$ cat config.mk
export PLATFORM = sky130hd
export DESIGN_NAME = vhs_divstep
export DESIGN_NICKNAME = d
export VERILOG_FILES = /design/src/rtl/vhs_pkg.sv /design/src/rtl/vhs_divstep.sv
export SDC_FILE = /design/constraint.sdc
export NUM_CORES = 1
export LEC_CHECK = 0
export ABC_AREA = 1
export ABC_CLOCK_PERIOD_IN_PS = 4900
export BUFFER_PORTS_ARGS = -buffer_cell sky130_fd_sc_hd__buf_2
export CAP_MARGIN = 30
export CORE_MARGIN = 2
export CORE_UTILIZATION = 51
export DETAILED_ROUTE_END_ITERATION = 8
export PLACE_DENSITY = 0.89
export SLEW_MARGIN = 20
export SYNTH_ARGS = -nofsm -noshare
export SYNTH_HDL_FRONTEND = slang
export SYNTH_SLANG_ARGS = --single-unit
$ cat constraint.sdc
create_clock -name vclk -period 4.9
set_input_delay 1.225 -clock vclk [all_inputs]
set_output_delay 1.225 -clock vclk [all_outputs]
set_load 0.05 [all_outputs]
$ cat src/rtl/vhs_pkg.sv
// ----------------------------------------------------------------------------
// Voltage health scorer package
// Shared widths, register indexes, risk codes and the divider lane type.
// ----------------------------------------------------------------------------
package vhs_pkg;

  localparam int VOLT_WIDTH = 24;
  localparam int LIM_W      = 16;
  localparam int SCORE_W    = 15;
  localparam int DEN_W      = VOLT_WIDTH + 26;
  localparam int REM_W      = DEN_W + SCORE_W;
  localparam int SH_W       = $clog2(SCORE_W);
  localparam int SUM_W      = SCORE_W + 3;
  localparam int CFG_IDX_W  = 3;
  localparam int CFG_DATA_W = (VOLT_WIDTH > LIM_W) ? VOLT_WIDTH : LIM_W;
  localparam int DIV_FIRST  = 5;
  localparam int NUM_STAGES = DIV_FIRST + SCORE_W + 2;
  localparam int NUM_LANES  = 3;

  localparam logic [CFG_IDX_W-1:0] REG_NOMINAL   = 3'd0;
  localparam logic [CFG_IDX_W-1:0] REG_RMS_LIM   = 3'd1;
  localparam logic [CFG_IDX_W-1:0] REG_SLOPE_LIM = 3'd2;
  localparam logic [CFG_IDX_W-1:0] REG_PEAK_LIM  = 3'd3;
  localparam logic [CFG_IDX_W-1:0] REG_DANGER    = 3'd4;
  localparam logic [CFG_IDX_W-1:0] REG_WARNING   = 3'd5;

  localparam logic [1:0] RISK_NORMAL  = 2'd0;
  localparam logic [1:0] RISK_WARNING = 2'd1;
  localparam logic [1:0] RISK_DANGER  = 2'd2;

  localparam logic [SCORE_W-1:0] FULL_SCORE = 15'd25600;
  localparam logic [15:0]        DIV5_RECIP = 16'd52429;

  typedef struct packed {
    logic [DEN_W-1:0]   den;
    logic [REM_W-1:0]   rem;
    logic [SCORE_W-1:0] q;
  } lane_t;

endpackage

$ cat src/rtl/vhs_divstep.sv
// ----------------------------------------------------------------------------
// Restoring division step
// Produces one quotient bit of a lane by a compare and subtract.
// ----------------------------------------------------------------------------
module vhs_divstep (
  input  vhs_pkg::lane_t                lane_i,
  input  logic [vhs_pkg::SH_W-1:0]      bit_idx,
  output vhs_pkg::lane_t                lane_o
);

  logic [vhs_pkg::REM_W-1:0] trial;

  assign trial = vhs_pkg::REM_W'(lane_i.den) << bit_idx;

  always_comb begin
    lane_o = lane_i;
    if (lane_i.rem >= trial) begin
      lane_o.rem         = lane_i.rem - trial;
      lane_o.q[bit_idx]  = 1'b1;
    end
  end

endmodule

==> flow_summary.yaml, run 1 <==
run_status:
  outcome: "did not finish"
  stop_stage: "global routing"
  stop_error: "[ERROR GRT-0116] Global routing finished with congestion. Check the congestion regions in the DRC Viewer."
placed_design:
  place_congestion: 1.14
  dpl.hpwl_mm: 39.7
  numPortBuffers: 264
  dp_slack_ns: -1.09
die:
  die_h_um: 144
  start_util_pct: 51.6
  die_w_um: 144
  rows: 51
  io_pins: 264
synthesis:
  syn_nets: 2296
  syn_area_per_cell_um2: 4.76
  synth_area_leaders: "nand2_1, inv_1, nand3_1"
  yosysTopAreaCellShare_pct: 34.2
  ys_seq_area_share_pct: 0
  yosysMostFrequentCell: "nand2_1"
  syn_area_um2: 9980
  ys_types: 34
  yosys.area.top_type: "nand2_1"
  synthCells: 2096
  ys_top_cells_by_count: "nand2_1, inv_1, nand3_1, nor2_1, o21ai_0"
  yosysWarnings: 0
global_routing:
  grt_overflow: 8
  track_usage_pct: 76.3
  grt_max_degree: 47
  grt_first_pass_wirelength_mm: 120
  grt_pass1_vias: 21300
clock_tree:
  hold_buffers: 0
==> metrics by stage <==
stage / std cells / area [um2] / TNS, ns / hold WS [ns]
4_1_cts: 2892 / 16400 / -48.05 / 2.76
3_5_place_dp: 2857 / 14400 / -79.09 / 2.76
3_3_place_gp: 2857 / 14400 / -71.74 / 2.75
2_1_floorplan: 2096 / 10900 / -0.0374 / 2.62
==> routing by layer <==
layer	overflow	track usage, %
met3	0	65.8
met5	0	49.9
met1	0	73.7
met4	2	74.4
met2	6	90.9
==> cell families after synthesis <==
kind of cell | share of synthesized area (%)
buf+inv | 21.6
compound gates | 8.50
mux | 3.41
simple gates | 55.5
fa+ha+maj | 8.35
xor+xnor | 2.63
==> repair_timing <==
action,4_1_cts
endpoints found under the setup margin,80
cloned,9
endpoints found under the hold margin,0
setup buffers,26
gates resized for setup,464
pin swaps,41
==> inputs of run 2 (changes only) <==
ABC_CLOCK_PERIOD_IN_PS = 6350   (was 4900)
CORE_UTILIZATION = 40   (was 51)
PLACE_DENSITY = not set   (was 0.89)
PLACE_DENSITY_LB_ADDON = 0.15   (was not set)
clock period = 6.35 ns   (was 4.9 ns; I/O delays follow)
==> run 2 against run 1 <==
  * The flow now finishes, with violations (setup timing)
  * Area after synthesis did not move
  * Synthesized cell count did not move
==> flow_summary.yaml, run 2 <==
synthesis:
  synth_simple_gate_area_share_pct: 55.5
  yosysWarnings: 0
  yosys.area.top_type: "nand2_1"
  ys_top_cells_by_count: "nand2_1, inv_1, nand3_1, nor2_1, o21ai_0"
  syn_area_um2: 9980
  syn_nets: 2296
  synthCells: 2096
  synthMuxAreaShare_pct: 3.41
  synth_area_leaders: "nand2_1, inv_1, nand3_1"
  synthAdderAreaFrac_pct: 8.35
  syn_area_per_cell_um2: 4.76
  yosysMostFrequentCell: "nand2_1"
  synth_top_family_by_area: "simple AND/OR/NAND/NOR gates"
  synth-xor-area-share_pct: 2.63
  ys_seq_area_share_pct: 0
  yosysTopAreaCellShare_pct: 34.2
  synth_compound_area_share_pct: 8.50
  ys_types: 34
die:
  start_util_pct: 40.9
  die_w_um: 162
  die_h_um: 162
  io_pins: 264
  rows: 57
  fp.coreArea_um2: 24400
  die_area_um2: 26200
drt:
  finalWirelength_mm: 46.6
  wl_per_cell_um: 15.7
  vias: 14600
  viasPerCell: 4.92
  drt_iter0_markers: 1058
  ant_nets: 0
  dr.pass1.iters: 6
  drcViolationCount: 0
worst_setup_path:
  crit_path_start_kind: "input pin"
  cp-startpoint: "bit_idx[0]"
  cp_slowest_cell: "or2_2"
  crit_arrival_ns: 5.02
  critPathBufInv: 7
  path_cells: "buf_2, clkinvlp_4, clkbuf_16, nor2_4, buf_4, nand2_1, o21ai_2, o21ai_1, or2_2, ha_4, nand4_1, nor4_2, nand2_1, nor3_2, nand2_2, nand2_4, buf_6, buf_12, nand2_1, nand2_1, buf_6"
  cp_max_fo: 20
  criticalPathCategory: "input pin to output port"
  endpoint: "lane_o[41]"
  endpoint_kind: "output port"
  cpMostUsedCell: "nand2_1"
  critPathMaxStageDelay_ns: 0.31
  cpLargestDelayFamily: "simple AND/OR/NAND/NOR gates"
  required_ns: 4.76
  cp.depth: 21
job:
  maxCapViolCount: 0
power_and_ir_drop:
  power_density_nw_per_um2: 175
  p_total_mw: 2.61
  peakVddDrop_mv: 0.168
  p_leak_nw: 9.22
timing:
  holdWs_ns: 3.48
  finalCritPeriodShare_pct: 104
  slew_headroom_pct: 70.0
  max_freq_mhz: 151
  timing.final.crit_period_ns: 6.61
  worst_pin_slew_ns: 0.438
  setup_viol: 80
  rsz0062_at_grt: "yes"
  tns_ns: -16.91
  hold_violations: 0
  drv_slew: 0
  worst_slack_ns: -0.261
placed_design:
  numPortBuffers: 264
  dpl.hpwl_mm: 41.0
  dp_slack_ns: -0.664
  place_congestion: 1.04
  dpl_cell_area_um2: 14100
layout:
  drive_gt1_share_pct: 30.4
  final_cell_area_um2: 14900
  n_sequential_cell: 0
  nNetsFinal: 2849
  n_clock_buffer: 0
  seqCellArea_um2: 0
  layout_commonest_cell: "nand2_1"
  n_antenna_cell: 0
  final_cell_mix: "nand2_1, buf_4, inv_1, nand3_1, buf_2"
  syn_to_final_growth_pct: 49.1
global_routing:
  grt_first_pass_wirelength_mm: 70.4
  antenna_found_initial: 1
  grt_overflow: 0
  track_usage_pct: 34.1
  grt_max_degree: 54
  grt_pass1_vias: 13300
run_status:
  outcome: "complete, but fails checks"
  violations: "setup timing"
hold_path:
  min_path_type: "input pin to output port"
==> run 2: metal layers <==
metal  GRT usage (%)  wire length, um
met2            56.5            20400
met1            46.0            20900
met3            4.24             3550
met5               0                0
met4            10.9             1800
==> run 2: cell families (layout without fill, tap and decap cells) <==
family,Yosys count,in the layout
AND/OR/NAND/NOR,1318,1319
AO/OA/AOI/OAI,163,163
adder cells (fa/ha/maj),66,66
multiplexers,34,34
buffers and inverters,485,1035
XOR/XNOR,30,30
==> run 2: timing repair <==
item,CTS,global route
pin swaps,6,5
setup buffers,4,1
gates cloned,1,1
hold buffers,0,0
gates resized for setup,177,86
endpoints found under the hold margin,0,0
setup endpoints to repair,80,80
==> run 2: cell type report <==
cell class | count | area (um2)
inverters | 374 | 1410
well taps | 324 | 405
multi-input cells | 1612 | 8240
repair buffers | 661 | 4830
fillers | 2609 | 9510
==> run 2: metrics by stage <==
step | std cells | utilization [%]
2_1_floorplan | 2096 | -
3_3_place_gp | 2964 | 57.8
3_5_place_dp | 2964 | 57.8
4_1_cts | 2969 | 59.8
5_1_grt | 2971 | 61.0
6_report | 2971 | 61.0
==> run 2: how the worst min path moves through the flow <==
stage | endpoint | start | cells past startpoint | slack [ns]
after detailed placement | lane_o[83] | lane_i[83] | 2 | 3.48
after global placement | lane_o[83] | lane_i[83] | 2 | 3.48
after global routing | lane_o[83] | lane_i[83] | 2 | 3.49
after CTS | lane_o[83] | lane_i[83] | 2 | 3.48
after floorplan | lane_o[100] | lane_i[100] | 1 | 3.34
final | lane_o[83] | lane_i[83] | 2 | 3.48
==> run 2: where the power goes <==
part / switching, mW / total, mW / internal, mW
combinational: 1.61 / 2.61 / 0.996
sequential: 0 / 0 / 0
clock: 0 / 0 / 0
total: 1.61 / 2.61 / 0.996
(Power assumes the default switching activity.)
==> inputs of run 3 (changes only) <==
ABC_CLOCK_PERIOD_IN_PS = 8550   (was 6350)
MAX_ROUTING_LAYER = met4   (was not set)
clock period = 8.55 ns   (was 6.35 ns; I/O delays follow)
==> run 3 against run 2 <==
  * Final cell count is 12% lower
  * Worst hold slack better by 1.1 ns
  * Core utilization is 15 points lower
  * Count of clock-buffer cells in the layout stayed put
  * Global-route usage is 0.98 points lower
  * The flow now finishes without violations
  * Wire length is 6.2% lower
==> flow_summary.yaml, run 3 (synthesis gave the netlist of run 2 again) <==
run_status:
  outcome: "finished, final reports clean"
drt:
  vias: 13100
  wl_per_cell_um: 16.8
  viasPerCell: 5.03
  finalWirelength_mm: 43.8
  drt_iter0_markers: 1043
  drcViolationCount: 0
  ant_nets: 0
  dr.pass1.iters: 5
die:
  die_h_um: 162
  start_util_pct: 40.9
  fp.coreArea_um2: 24400
  rows: 57
  io_pins: 264
  die_w_um: 162
  die_area_um2: 26200
placed_design:
  place_congestion: 0.994
  dpl.hpwl_mm: 39.1
  numPortBuffers: 264
layout:
  fill_cells: 2948
  layout_commonest_cell: "nand2_1"
  final_cell_mix: "nand2_1, inv_1, buf_2, nand3_1, nor2_1"
  syn_to_final_growth_pct: 12.8
  seqCellArea_um2: 0
  nNetsFinal: 2479
  n_sequential_cell: 0
  drive_gt1_share_pct: 15.6
  n_clock_buffer: 0
global_routing:
  track_usage_pct: 33.1
  grt_first_pass_wirelength_mm: 65.4
  grt_max_degree: 65
  antenna_found_initial: 2
  grt_overflow: 0
  grt_pass1_vias: 11800
timing:
  hold_violations: 0
  slew_headroom_pct: 46.5
  drv_slew: 0
  timing.final.crit_period_ns: 8.27
  tns_ns: 0
  setup_viol: 0
  finalCritPeriodShare_pct: 96.8
  rsz0062_at_grt: "no"
  worst_pin_slew_ns: 0.794
  max_freq_mhz: 121
worst_setup_path:
  endpoint_kind: "output port"
  cp_slowest_cell: "o21ai_0"
  cpMostUsedCell: "nand2_1"
  crit_arrival_ns: 6.14
  criticalPathCategory: "input pin to output port"
  critPathMaxStageDelay_ns: 0.67
  crit_path_start_kind: "input pin"
  required_ns: 6.41
  cp_max_fo: 44
  path_cells: "buf_2, clkinv_1, buf_12, nand2_1, nand2_1, o21ai_0, mux2i_1, o21ai_0, ha_1, nand2_1, nor2_1, nand2_1, inv_1, nand2_1, clkinv_1, nand3_1, nand3_1, nor2_4, nand2_4, buf_4, nand3_1, nand2_1, buf_2"
job:
  maxCapViolCount: 0
hold_path:
  min_path_type: "input pin to output port"
clock_tree:
  cts_setup_buffers: 0
  hold_buffers: 0
## run 3: changes by cell type in the layout (fill, tap and decap cells not counted), sizes merged
| cell | delta |
|---|---|
| buf | -366 |
| clkinvlp | -1 |
| nand2 | -1 |
| clkinv | +1 |
| diode | +2 |
| clkbuf | -3 |
## run 3: final cells by class
cell class | instances | area (um2) | area share [%]
Timing Repair Buffer | 292 | 1610 | 14.3
Inverter | 374 | 1400 | 12.5
Multi-Input combinational cell | 1611 | 7830 | 69.6
Antenna cell | 2 | 5.00 | 0.0445
Tap cell | 324 | 405 | 3.60
## run 3: stage by stage
stage	instances	area (um2)	hold WS, ns	util, %	setup slack [ns]
final	2603	11300	4.58	46.1	0.277
after global routing	2603	11300	4.58	46.1	0.00255
after CTS	2601	11200	4.58	46.1	0.315
after detailed placement	2601	11200	4.58	46.1	0.323
after global placement	2601	11200	4.58	46.1	0.413
after floorplan	2096	9980	4.44	-	0.778
## run 3: worst max-delay path: cells and delay by family
family / cells / cell delay (ns)
AO/OA/AOI/OAI: 2 / 0.94
adder cells (fa/ha/maj): 1 / 0.30
buffers and inverters: 7 / 1.17
multiplexers: 1 / 0.19
AND/OR/NAND/NOR: 12 / 1.36
## run 3: what timing repair did
action / in CTS / in global routing
endpoints found under the setup margin: 0 / 15
resized for setup: 0 / 2
hold endpoints to repair: 0 / 0
## run 3: worst paths after layout
check	startpoint	end	slack (ns)	cells past startpoint
hold / removal	lane_i[83]	lane_o[83]	4.58	2
setup / recovery	bit_idx[0]	lane_o[4]	0.28	23
## run 3: routing by layer
layer,vias up,wire length [um],GRT usage (%)
li1,6774,-,-
met3,59,3160,3.98
met5,-,0,-
met1,5791,20300,44.3
met4,0,1450,9.09
met2,469,18900,52.8
